## src/rtl/core/lzw12_encoder_core_macros.svh

```systemverilog
// assertion macros shared by the lzw12 encoder rtl
// each macro expects clk and rst to be visible in the instantiating module
`ifndef LZW12_ENCODER_CORE_MACROS_SVH
`define LZW12_ENCODER_CORE_MACROS_SVH

// same-cycle implication, disabled while in reset
`define LZW12_ASSERT_IMP(label, ante, cons, msg) \
  label: assert property (@(posedge clk) disable iff (rst) (ante) |-> (cons)) \
    else $error(msg);

// next-cycle implication, disabled while in reset
`define LZW12_ASSERT_NXT(label, ante, cons, msg) \
  label: assert property (@(posedge clk) disable iff (rst) (ante) |=> (cons)) \
    else $error(msg);

`endif

```

## src/rtl/core/lzw12_pkg.sv

```systemverilog
// shared constants and types for the lzw12 encoder
// no dependencies
`timescale 1ns / 1ps

package lzw12_pkg;

  // input symbol width
  localparam int BYTE_BITS = 8;

  // reserved codes
  localparam int EOS_CODE   = 256;
  localparam int FIRST_FREE = 257;

  // operations of the shared subtract unit
  typedef enum logic [1:0] {
    OP_REDUCE  = 2'd0,  // hash minus slot count
    OP_STEP    = 2'd1,  // slot count minus index
    OP_ADVANCE = 2'd2   // index minus step, wrapped into the table
  } sub_op_t;

endpackage

```

## src/rtl/core/lzw12_sub_unit.sv

```systemverilog
// shared subtract unit: hash reduction, probe step and probe advance
// depends on lzw12_pkg
`timescale 1ns / 1ps

module lzw12_sub_unit #(
  parameter int WIDTH   = 13,
  parameter int SLOT_W  = 13,
  parameter int MODULUS = 5021
) (
  input  lzw12_pkg::sub_op_t op,
  input  logic [WIDTH-1:0]   hash,
  input  logic [SLOT_W-1:0]  idx,
  input  logic [SLOT_W-1:0]  step,
  output logic [WIDTH-1:0]   result,
  output logic               neg
);

  localparam logic [WIDTH:0] MOD_EXT = (WIDTH+1)'(MODULUS);

  logic [WIDTH:0] opa;
  logic [WIDTH:0] opb;
  logic [WIDTH:0] diff;
  logic [WIDTH:0] wrapped;

  // operand selection
  always_comb begin
    case (op)
      lzw12_pkg::OP_REDUCE: begin
        opa = {1'b0, hash};
        opb = MOD_EXT;
      end
      lzw12_pkg::OP_STEP: begin
        opa = MOD_EXT;
        opb = (WIDTH+1)'(idx);
      end
      lzw12_pkg::OP_ADVANCE: begin
        opa = (WIDTH+1)'(idx);
        opb = (WIDTH+1)'(step);
      end
      default: begin
        opa = '0;
        opb = '0;
      end
    endcase
  end

  // one subtract, wrap back into the table when the probe index underflows
  assign diff    = opa - opb;
  assign wrapped = diff + MOD_EXT;
  assign neg     = diff[WIDTH];

  always_comb begin
    if (op == lzw12_pkg::OP_ADVANCE && diff[WIDTH]) begin
      result = wrapped[WIDTH-1:0];
    end else begin
      result = diff[WIDTH-1:0];
    end
  end

endmodule

```

## config.mk

```make
export PLATFORM = sky130hd
export DESIGN_NAME = lzw12_sub_unit
export DESIGN_NICKNAME = d
export VERILOG_FILES = /design/src/rtl/core/lzw12_encoder_core_macros.svh /design/src/rtl/core/lzw12_pkg.sv /design/src/rtl/core/lzw12_sub_unit.sv
export SDC_FILE = /design/constraint.sdc
export NUM_CORES = 1
export LEC_CHECK = 0
export BUFFER_PORTS_ARGS = -buffer_cell sky130_fd_sc_hd__clkbuf_2
export CAP_MARGIN = 20
export CORE_AREA = 2 2 68 57
export DETAILED_ROUTE_END_ITERATION = 8
export DIE_AREA = 0 0 70 59
export GPL_TIMING_DRIVEN = 0
export PLACE_DENSITY = 0.69
export SYNTH_ARGS = -nofsm -noshare
export SYNTH_HDL_FRONTEND = slang
export SYNTH_SLANG_ARGS = --single-unit
```

## constraint.sdc

```tcl
create_clock -name vclk -period 6.32
set_clock_uncertainty 0.2 [all_clocks]
set_input_delay 1.896 -clock vclk [all_inputs]
set_output_delay 1.896 -clock vclk [all_outputs]
set_load 0.005 [all_outputs]
```

## Yosys cells after proc, flatten, opt, wreduce, memory -nomap -nowiden

Cells that the tools add are included.

- Register bits: 0
- Input port bits: 41

- Add/sub/neg operators: 2
- Equal/unequal tests: 2
- Multiplexer cells: 3
- Reductions and logical operators: 2

Operators with widths:

| kind | count |
|---|---|
| $pmux W13 S3 | 2 |
| $sub A13 B13 Y14 | 1 |
| $add A13 B13 Y13 const B | 1 |
| $mux W13 | 1 |
| $eq A2 B1 Y1 const B | 1 |
| $eq A2 B2 Y1 const B | 1 |
| $logic_not A2 Y1 | 1 |
| $logic_and A1 B1 Y1 | 1 |

## Depth between registers and ports, before layout

Gate-level depths: netlist (run 1).

- Depth in word-level cells: 5
- Mapped depth: 15
- Depth with buffers taken out: 13

## Worst setup path after synthesis (run 1)

No wires, ideal clock.

- Path kind: input to output
- Start: in op[1]
- End: out result[12]
- Arrival: 4.505 ns
- Path slack: -0.281 ns
- Stages on the path: 12
- Path buffers: 1
- Path through: buf_1 > mux2i_1 > nor2_1 > ha_1 > a21o_1 > a22oi_2 > nand2_2 > or3_4 > a2111o_1 > a21oi_2 > o311ai_1 > xnor2_1

- Longest elaborated chain between the ends: 5

RTL lines:

| element | RTL line | RTL |
|---|---|---|
| from (decl) | lzw12_sub_unit.sv:10 | `input lzw12_pkg::sub_op_t op,` |
| $eq A2 B2 Y1 (tied with other cells) | lzw12_sub_unit.sv:27, lzw12_sub_unit.sv:53 |  |
| $pmux W13 S3 | lzw12_sub_unit.sv:27 | `case (op)` |
| $sub A13 B13 Y14 | lzw12_sub_unit.sv:48 | `assign diff = opa - opb;` |
| $add A13 B13 Y13 or $logic_and A1 B1 Y1 (tied branches) | lzw12_sub_unit.sv:49, lzw12_sub_unit.sv:53 |  |
| $mux W13 * | lzw12_sub_unit.sv:53 | `if (op == lzw12_pkg::OP_ADVANCE && diff[WIDTH]) begin` |
| to (decl) | lzw12_sub_unit.sv:14 | `output logic [WIDTH-1:0] result,` |

Every way passes the cells marked *; elsewhere a longest branch is shown, timed or not.

## Worst setup path after layout (run 1)

Ends and elaborated chain as after synthesis.

==> results of run 1 <==
-- what timing repair did --
item,CTS,global route
setup buffers,15,4
resized for setup,33,36
setup endpoints to repair,14,14
pin swaps,18,20
-- worst max-delay path, delay by kind of cell --
family / cells / cell delay [ns]
simple gates: 4 / 0.68
buf+inv: 4 / 0.47
xor+xnor: 1 / 0.17
compound gates: 5 / 1.15
fa+ha+maj: 1 / 0.25
-- power by group --
part           internal [mW]  switching [mW]  total (mW)
logic                  0.157           0.165       0.323
clock network              0               0           0
registers                  0               0           0
-- final cells by class --
| type | count | area share |
|---|---|---|
| multi-input combinational | 188 | 0.690 |
| tap | 42 | 0.0254 |
| timing repair buffer | 74 | 0.222 |
| inverter | 13 | 0.0272 |
| buffer | 7 | 0.0357 |
-- cells in the final DEF, fill, tap and decap left out, drive strengths merged, types with 3 or more instances in the layout --
cell / count
nor3: 6
nor2b: 3
nor2: 33
buf: 31
mux2i: 5
a21o: 4
o21ai: 16
xnor2: 11
a22oi: 6
nand2: 19
clkbuf: 50
inv: 13
o21a: 4
nand3: 4
xor2: 11
a21oi: 26
ha: 14
nand2b: 3
-- worst min-delay path by stage --
stage,startpoint,endpoint,slack [ns],cells past startpoint
after floorplan,op[0],result[12],3.78,3
after global placement,op[0],result[12],4.10,5
after detailed placement,op[0],result[12],4.09,5
after CTS,op[0],result[12],4.20,6
after global routing,op[0],result[12],4.19,6
final,op[0],result[12],4.16,6
-- cell families (layout without fill, tap and decap cells) --
group | Yosys count | after routing
buffers and inverters | 22 | 94
adders and majority gates | 15 | 15
AOI/OAI and AO/OA | 71 | 71
and+or+nand+nor | 75 | 75
muxes | 5 | 5
xor gates and xnor gates | 22 | 22
-- metal layers --
metal / vias to the layer above / track usage / wire (um)
met5: - / 0 / 0
met4: 0 / 0 / 0
met3: 0 / 0.00170 / 164
met2: 43 / 0.385 / 1970
met1: 780 / 0.249 / 1870
li1: 893 / - / -
==> key figures, run 1 <==
Finish
  • Filler instances: 324
  • Final core utilization: 0.613
  • Net count reported at finish: 340
  • Number of standard cells in the final layout excluding fillers: between 300 and 400
  • Number of clock buffer instances in the layout: 0
  • Antenna diode count: 0
  • FFs & Latches: 0
  • Area growth from synthesis to layout: 55.4%
  • Final cell area excluding filler cells: roughly 0.0021 mm^2
  • Total area of multi-input combinational cells: 0.00143 mm^2
  • Proportion of layout cells with a drive suffix above 1: 0.426
  • Sequential cell area: 0 um^2

Yosys
  • Most area-consuming cells after synthesis: sky130_fd_sc_hd__ha_1 (13%), sky130_fd_sc_hd__a21oi_1 (9.4%), sky130_fd_sc_hd__nor2_1 (9.0%)
  • Number of warnings printed during yosys synthesis: 0
  • Proportion of synthesized area in mux cells: 0.0376
  • Simple-gate portion of the synthesized area: 0.260
  • Synthesized-area fraction occupied by xor and xnor cells: 0.145
  • List of most frequent post-synthesis cells: sky130_fd_sc_hd__nor2_1 (32), sky130_fd_sc_hd__a21oi_1 (25), sky130_fd_sc_hd__nand2_1 (18)
  • Share of synthesized cell area in full adder, half adder and majority cells: 0.147
  • Synthesized area per cell: roughly 6.3 um^2
  • Post-Syn Nets: approximately 270
  • Main combinational cell family by area after synthesis: compound AO/OA/AOI/OAI gates
  • Number of different library cells in the post-synthesis netlist: 43
  • Most repeated cell in the gate-level netlist after synthesis: sky130_fd_sc_hd__nor2_1
  • Share of the synthesized area in compound gates (AO/OA/AOI/OAI): 0.346
  • Area share of the largest cell type after synthesis: 0.132
  • Yosys top cell by area: sky130_fd_sc_hd__ha_1
  • Post-Syn Instances: 210
  • Post-Synthesis Cell Area: ~0.0013 mm^2
  • Proportion of synthesized chip area in sequential cells: 0

Detailed routing
  • Final wirelength: between 4000 and 5000 um
  • Average via count per standard cell: 5.30
  • First-iteration detailed-routing DRC count: roughly 50
  • Antenna-violating nets left: 0
  • Residual DRC: 0
  • Detailed-router iteration count before antenna repair: 4
  • Routed wire length per instance: between 10 and 15 um
  • Total via count in the routed design: roughly 1700

Timing
  • Final worst-path cycle share: 1.06
  • Worst-margin pin slew: 0.407 ns
  • Final hold vios: 0
  • Worst path setup slack after routing: -0.387 ns
  • Max Fclk: approximately 150 MHz
  • Clock period minus final worst setup slack: 6.71 ns
  • Setup total negative slack: -3.62 ns
  • Worst slew margin relative to its limit: 0.727
  • Unrepaired setup endpoints after global routing: yes
  • Final count of pins violating max slew: 0
  • Hold WS: approximately 4.2 ns
  • Setup-violating endpoint count in the final report: 13

Status
  • Result of the run: finished with violations
  • Violations in the final reports: setup timing

Clock network
  • Post-CTS Hold Buffers: 0

Critical path
  • Critical-path top delay cell: sky130_fd_sc_hd__a2111o_1
  • Required arrival time at the worst endpoint: about 4.2 ns
  • Largest fanout of any net on the critical path: 5
  • Endpoint of the most critical setup path: result[12]
  • Kind of start point of the critical path: primary input
  • Worst path cell trace: clkbuf_16 > inv_8 > nor2_4 > buf_4 > a22oi_2 > ha_4 > and3_1 > a22oi_2 > nand2_2 > or3_4 > a2111o_1 > a21oi_2 > o311ai_2 > xnor2_1 > buf_2
  • Sort of element at the end of the critical path: primary output
  • Worst setup path start: op[1]
  • Arrival time of data at the critical path endpoint: about 4.6 ns
  • Cell occurring most often along the worst timing path: sky130_fd_sc_hd__a22oi_2
  • Crit path largest cell delay: between 0.4 and 0.5 ns
  • Class of the most critical setup path: primary input to primary output

Hold path
  • Classification of the worst-slack hold path: primary input to primary output

Power and ir drop
  • Worst ir drop on vdd: 0.0953 mV
  • Pwr Density: approximately 160 mW/mm^2
  • Leakage: between 1 and 1.5 nW
  • Overall power consumption: approximately 0.32 mW

Global routing
  • Initial antenna violation count: 0
  • All-layer global routing usage: 0.192
  • Pin count of the biggest net entering global routing: 11
  • First-pass GRT wire length: around 6800 um
  • Grt total ovfl: 0
  • Via count of the first global-routing pass: approximately 1700

Placement
  • Dpl cell area: 0.00169 mm^2
  • Count of buffers inserted at the top-level ports: 55
  • Pre-CTS WS: -0.713 ns
  • Total instance count after detailed placement: 307
  • Detailed placement HPWL: just over 3000 um
  • Gpl congestion: 0.814

Run
  • Max-Cap Viols: 0

Die
  • Chip height: 59 um
  • Area of the core: around 0.0034 mm^2
  • Die Footprint: 0.00413 mm^2
  • Initial core utilization: 0.394
  • Width of the die: around 70 um
  • Number of top-level design ports: 55
  • Number of cell rows: 19
Note: power is estimated with default switching activity, not from simulation.
==> run 2: changes to the inputs <==
Settings changed: CORE_AREA 2 2 68 57 to 2 2 52 74, DIE_AREA 0 0 70 59 to 0 0 54 76.
==> run 2 against run 1 <==
The flow still finishes with violations (setup timing). Sequential share of layout area unchanged. Clock-buffer cell count unchanged. Critical path depth is the same. Via count increased by 6.9%. First-iteration DRC count shrank 24%. Hold slack got worse by 0.028 ns. Final cell count rose by 2.2%. Global-route usage up 1.3 points. Sequential cell count unchanged. Worst setup slack got worse by 0.036 ns. Combinational power up 20%. Critical endpoint unchanged.
==> key figures, run 2 (same netlist as run 1, synthesis figures left out) <==
Status
  • Result of the run: finished with violations
  • Violations in the final reports: setup timing

Critical path
  • Required arrival time at the worst endpoint: 4.22 ns (about the same)
  • Crit path largest cell delay: 0.42 ns (about the same)
  • Arrival time of data at the critical path endpoint: 4.65 ns (+0.04 ns)
  • Worst path cell trace: clkbuf_16 > inv_6 > nor2_4 > buf_6 > a22oi_2 > ha_4 > a21o_1 > a22oi_2 > nand2_2 > or3_4 > a2111o_1 > a21oi_2 > o311ai_2 > xnor2_1 > buf_2
  • Largest fanout of any net on the critical path: 4 (-1)
  • Critical-path top delay cell: sky130_fd_sc_hd__a2111o_1
  • Kind of start point of the critical path: primary input
  • Cell occurring most often along the worst timing path: sky130_fd_sc_hd__a22oi_2
  • Sort of element at the end of the critical path: primary output
  • Class of the most critical setup path: primary input to primary output
  • Family with the most delay on the worst path: compound AO/OA/AOI/OAI gates
  • Total buffers and inverters traversed by the critical path: 4 (unchanged)

Global routing
  • All-layer global routing usage: 0.205 (+0.0126)
  • Initial antenna violation count: 0 (unchanged)
  • Via count of the first global-routing pass: 1747 (+4.9%)
  • Grt total ovfl: 0 (unchanged)
  • Pin count of the biggest net entering global routing: 11 (unchanged)
  • First-pass GRT wire length: 6890 um (+0.82%)

Timing
  • Unrepaired setup endpoints after global routing: yes
  • Final worst-path cycle share: 1.07 (+0.00575)
  • Final count of pins violating max slew: 0 (unchanged)
  • Worst-margin pin slew: 0.458 ns (+0.0507 ns)
  • Clock period minus final worst setup slack: 6.74 ns (+0.0364 ns)
  • Final hold vios: 0 (unchanged)
  • Worst path setup slack after routing: -0.423 ns (-0.0364 ns)
  • Setup-violating endpoint count in the final report: 13 (unchanged)
  • Setup total negative slack: -3.22 ns (+0.400 ns)
  • Max Fclk: 148 MHz (-0.54%)
  • Worst slew margin relative to its limit: 0.693 (-0.0340)

Finish
  • Number of clock buffer instances in the layout: 0 (unchanged)
  • Net count reported at finish: 347 (+2.1%)
  • Area growth from synthesis to layout: 72.2%
  • Most frequent cells in the layout: sky130_fd_sc_hd__clkbuf_2 (42), sky130_fd_sc_hd__nor2_1 (24), sky130_fd_sc_hd__a21oi_1 (23)
  • Proportion of layout cells with a drive suffix above 1: 0.488 (+0.0624)
  • Filler instances: 304 (-6.2%)
  • Total area of multi-input combinational cells: 0.00160 mm^2 (+12%)
  • Most common cell after layout, fill and taps aside: sky130_fd_sc_hd__clkbuf_2
  • FFs & Latches: 0 (unchanged)
  • Sequential cell area: 0 um^2 (unchanged)
  • Antenna diode count: 0 (unchanged)
  • Number of standard cells in the final layout excluding fillers: 331 (+2.2%)

Die
  • Number of cell rows: 26 (+7)
  • Die Footprint: 0.00410 mm^2 (-0.63%)
  • Area of the core: 0.00351 mm^2 (+4.1%)
  • Number of top-level design ports: 55 (unchanged)
  • Width of the die: 54 um (-23%)
  • Chip height: 76 um (+29%)
  • Initial core utilization: 0.379 (-0.0154)

Placement
  • Gpl congestion: 0.870 (+6.9%)
  • Total instance count after detailed placement: 307 (unchanged)
  • Count of buffers inserted at the top-level ports: 55 (unchanged)
  • Detailed placement HPWL: 3080 um (+0.58%)

Detailed routing
  • Detailed-router iteration count before antenna repair: 4 (unchanged)
  • Final wirelength: 4980 um (+24%)
  • Total via count in the routed design: 1835 (+6.9%)
  • Average via count per standard cell: 5.54 (+4.7%)
  • Antenna-violating nets left: 0 (unchanged)
  • First-iteration detailed-routing DRC count: 37 (-24%)
  • Residual DRC: 0 (unchanged)
  • Routed wire length per instance: 15.1 um (+22%)

Power and ir drop
  • Internal cell power: 0.187 mW (+19%)
  • Proportion of total power due to net switching: 0.517 (+0.00472)
  • Leakage: 1.08 nW (+7.9%)
  • Sequential share of power: 0 (unchanged)
  • Worst ir drop on vdd: 0.119 mV (+25%)
  • Switching component of the power: 0.200 mW (+21%)
  • Logic pwr share: 1.000 (about the same)
  • Pwr Density: 169 mW/mm^2 (+8.3%)
  • Clock power share: 0 (unchanged)

Clock network
  • Post-CTS Hold Buffers: 0 (unchanged)

Hold path
  • Classification of the worst-slack hold path: primary input to primary output

Run
  • Max-Cap Viols: 0 (unchanged)
[run 2: final cells by class]
| type | count | area share |
|---|---|---|
| multi-input cells | 188 | 0.699 |
| inverters | 13 | 0.0235 |
| repair buffers | 81 | 0.223 |
| plain buffers | 7 | 0.0311 |
| well taps | 42 | 0.0229 |
[run 2: per-stage QoR]
step	hold WS, ns	util	setup WS (ns)	power, mW	instance area [um^2]
after floorplan	3.78	-	-0.0584	0.185	1360
after global placement	4.11	0.481	-0.699	0.263	1690
after detailed placement	4.11	0.481	-0.686	0.266	1690
after CTS	4.20	0.558	-0.343	0.307	1960
after global routing	4.16	0.652	-0.516	0.420	2290
final	4.13	0.652	-0.423	0.387	2290
[run 2: path summary, 6_finish.rpt]
path | slack (ns) | endpoint | depth (start not counted) | startpoint
worst max-delay path | -0.42 | result[12] | 15 | op[1]
worst min-delay path | 4.13 | result[12] | 6 | op[0]
[run 2: repair_timing]
action / in CTS / in global routing
buffers inserted: 17 / 9
endpoints found under the setup margin: 14 / 14
gates resized for setup: 35 / 70
pin swaps: 23 / 43
cloned: 0 / 1
[run 2: routing by layer]
metal	vias to the layer above	global-route usage	part of all wire
li1	903	-	-
met1	868	0.206	0.37
met2	54	0.432	0.58
met3	10	0.00588	0.032
met4	0	0.0225	0.016
met5	-	0	0
[run 2: power groups by stage]
stage | clock [mW] | sequential, mW | combinational, mW
finish | 0 | 0 | 0.387
global route | 0 | 0 | 0.420
CTS | 0 | 0 | 0.307
detailed placement | 0 | 0 | 0.266
global placement | 0 | 0 | 0.263
floorplan | 0 | 0 | 0.185
==> run 3: changes to the inputs <==
Clock period 6.32 ns to 6.2 ns, I/O delays scaled along.
==> run 3 against run 2 <==
The flow still finishes with violations (setup timing). Total power is 2.6% lower. Sequential cell count is the same. Via count fell by 3.3%. Die area stayed put. Final cell count fell by 1.2%. Design area decreased by 3.2%. Routed wire length shrank 11%. Critical path depth unchanged. Critical path type unchanged.
==> key figures, run 3 (same netlist as run 1, synthesis figures left out) <==
Finish
  • Sequential cell area: 0 um^2 (unchanged)
  • Proportion of layout cells with a drive suffix above 1: 0.484 (-0.00368)
  • Filler instances: 322 (+5.9%)
  • Most common cell after layout, fill and taps aside: sky130_fd_sc_hd__clkbuf_2
  • Final cell area excluding filler cells: 0.00222 mm^2 (-3.2%)
  • Most frequent cells in the layout: sky130_fd_sc_hd__clkbuf_2 (44), sky130_fd_sc_hd__a21oi_1 (22), sky130_fd_sc_hd__nor2_1 (20)
  • Area growth from synthesis to layout: 66.6%
  • Total area of multi-input combinational cells: 0.00155 mm^2 (-3.3%)
  • FFs & Latches: 0 (unchanged)
  • Net count reported at finish: 343 (-1.2%)
  • Number of clock buffer instances in the layout: 0 (unchanged)
  • Antenna diode count: 0 (unchanged)
  • Number of standard cells in the final layout excluding fillers: 327 (-1.2%)

Status
  • Result of the run: finished with violations
  • Violations in the final reports: setup timing

Detailed routing
  • Final wirelength: 4440 um (-11%)
  • Routed wire length per instance: 13.6 um (-9.9%)
  • Residual DRC: 0 (unchanged)
  • First-iteration detailed-routing DRC count: 38 (+2.7%)
  • Total via count in the routed design: 1775 (-3.3%)
  • Average via count per standard cell: 5.43 (-2.1%)
  • Detailed-router iteration count before antenna repair: 4 (unchanged)
  • Antenna-violating nets left: 0 (unchanged)

Power and ir drop
  • Logic pwr share: 1.000 (about the same)
  • Proportion of total power due to net switching: 0.505 (-0.0118)
  • Pwr Density: 170 mW/mm^2 (+0.61%)
  • Worst ir drop on vdd: 0.103 mV (-14%)
  • Internal cell power: 0.187 mW (-0.25%)
  • Overall power consumption: 0.377 mW (-2.6%)
  • Leakage: 1.04 nW (-4.1%)
  • Sequential share of power: 0 (unchanged)
  • Clock power share: 0 (unchanged)
  • Switching component of the power: 0.191 mW (-4.9%)

Die
  • Die Footprint: 0.00410 mm^2 (unchanged)
  • Width of the die: 54 um (unchanged)
  • Area of the core: 0.00351 mm^2 (unchanged)
  • Number of cell rows: 26 (unchanged)
  • Chip height: 76 um (unchanged)
  • Number of top-level design ports: 55 (unchanged)
  • Initial core utilization: 0.379 (unchanged)

Critical path
  • Kind of start point of the critical path: primary input
  • Required arrival time at the worst endpoint: 4.14 ns (-0.08 ns)
  • Arrival time of data at the critical path endpoint: 4.68 ns (+0.03 ns)
  • Largest fanout of any net on the critical path: 7 (+3)
  • Sort of element at the end of the critical path: primary output
  • Class of the most critical setup path: primary input to primary output

Global routing
  • Via count of the first global-routing pass: 1668 (-4.5%)
  • Grt total ovfl: 0 (unchanged)
  • First-pass GRT wire length: 6820 um (-1.1%)
  • Pin count of the biggest net entering global routing: 11 (unchanged)
  • All-layer global routing usage: 0.206 (+0.00122)
  • Initial antenna violation count: 0 (unchanged)

Placement
  • Gpl congestion: 0.821 (-5.6%)
  • Detailed placement HPWL: 3090 um (+0.36%)
  • Pre-CTS WS: -0.812 ns (-0.126 ns)
  • Dpl cell area: 0.00171 mm^2 (+1.0%)
  • Count of buffers inserted at the top-level ports: 55 (unchanged)
  • Total instance count after detailed placement: 307 (unchanged)

Timing
  • Worst-margin pin slew: 0.411 ns (-0.0468 ns)
  • Unrepaired setup endpoints after global routing: yes
  • Worst path setup slack after routing: -0.543 ns (-0.120 ns)
  • Final count of pins violating max slew: 0 (unchanged)
  • Setup-violating endpoint count in the final report: 13 (unchanged)
  • Final worst-path cycle share: 1.09
  • Final hold vios: 0 (unchanged)
  • Worst slew margin relative to its limit: 0.724 (+0.0314)
  • Clock period minus final worst setup slack: 6.74 ns
  • Max Fclk: around 150 MHz

Run
  • Max-Cap Viols: 0 (unchanged)

Hold path
  • Count of cells along the worst hold path: 6 (unchanged)
  • Classification of the worst-slack hold path: primary input to primary output
[run 3: metal layers]
layer  routed length (um)  vias up  track usage
met3                  122        4      0.00392
met4                   34        0       0.0250
li1                     -      895            -
met5                    0        -            0
met2                 2670       37        0.435
met1                 1610      839        0.207
[run 3: final timing paths]
kind / startpoint / end
hold / removal: idx[12] / neg
setup / recovery: op[1] / result[12]
[run 3: worst max-delay path, stage by stage]
cell and delay, ns:
sky130_fd_sc_hd__clkbuf_16 0.15, sky130_fd_sc_hd__inv_12 0.05, sky130_fd_sc_hd__nor2_4 0.04, sky130_fd_sc_hd__buf_4 0.16, sky130_fd_sc_hd__a22oi_2 0.22, sky130_fd_sc_hd__ha_4 0.26
sky130_fd_sc_hd__and3_4 0.19, sky130_fd_sc_hd__a22oi_2 0.19, sky130_fd_sc_hd__nand2_2 0.09, sky130_fd_sc_hd__or3_4 0.34, sky130_fd_sc_hd__a2111o_1 0.44, sky130_fd_sc_hd__a21oi_2 0.21
sky130_fd_sc_hd__o311ai_2 0.13, sky130_fd_sc_hd__xnor2_1 0.22, sky130_fd_sc_hd__buf_2 0.15
[run 3: what timing repair did]
item,CTS,global route
hold buffers,0,0
pin swaps,22,31
buffers inserted,13,8
gates resized for setup,45,53
gates cloned,1,0
setup endpoints to repair,14,14
[run 3: stage by stage]
step | hold slack [ns] | util | setup TNS, ns
CTS | 4.13 | 0.571 | -4.17
global route | 4.17 | 0.631 | -6.52
detailed placement | 4.04 | 0.486 | -7.06
global placement | 4.03 | 0.486 | -7.06
finish | 4.13 | 0.631 | -4.61
floorplan | 3.71 | - | -0.0770
[run 3: power by group through the flow]
stage	clock, mW	sequential, mW	combinational, mW
floorplan	0	0	0.190
global placement	0	0	0.271
detailed placement	0	0	0.273
CTS	0	0	0.334
global route	0	0	0.412
finish	0	0	0.377
[run 3: layout make-up]
type	instances	share of cell area
Multi-Input combinational cell	188	0.699
Timing Repair Buffer	76	0.214
Buffer	8	0.0361
Inverter	13	0.0276
Tap cell	42	0.0237
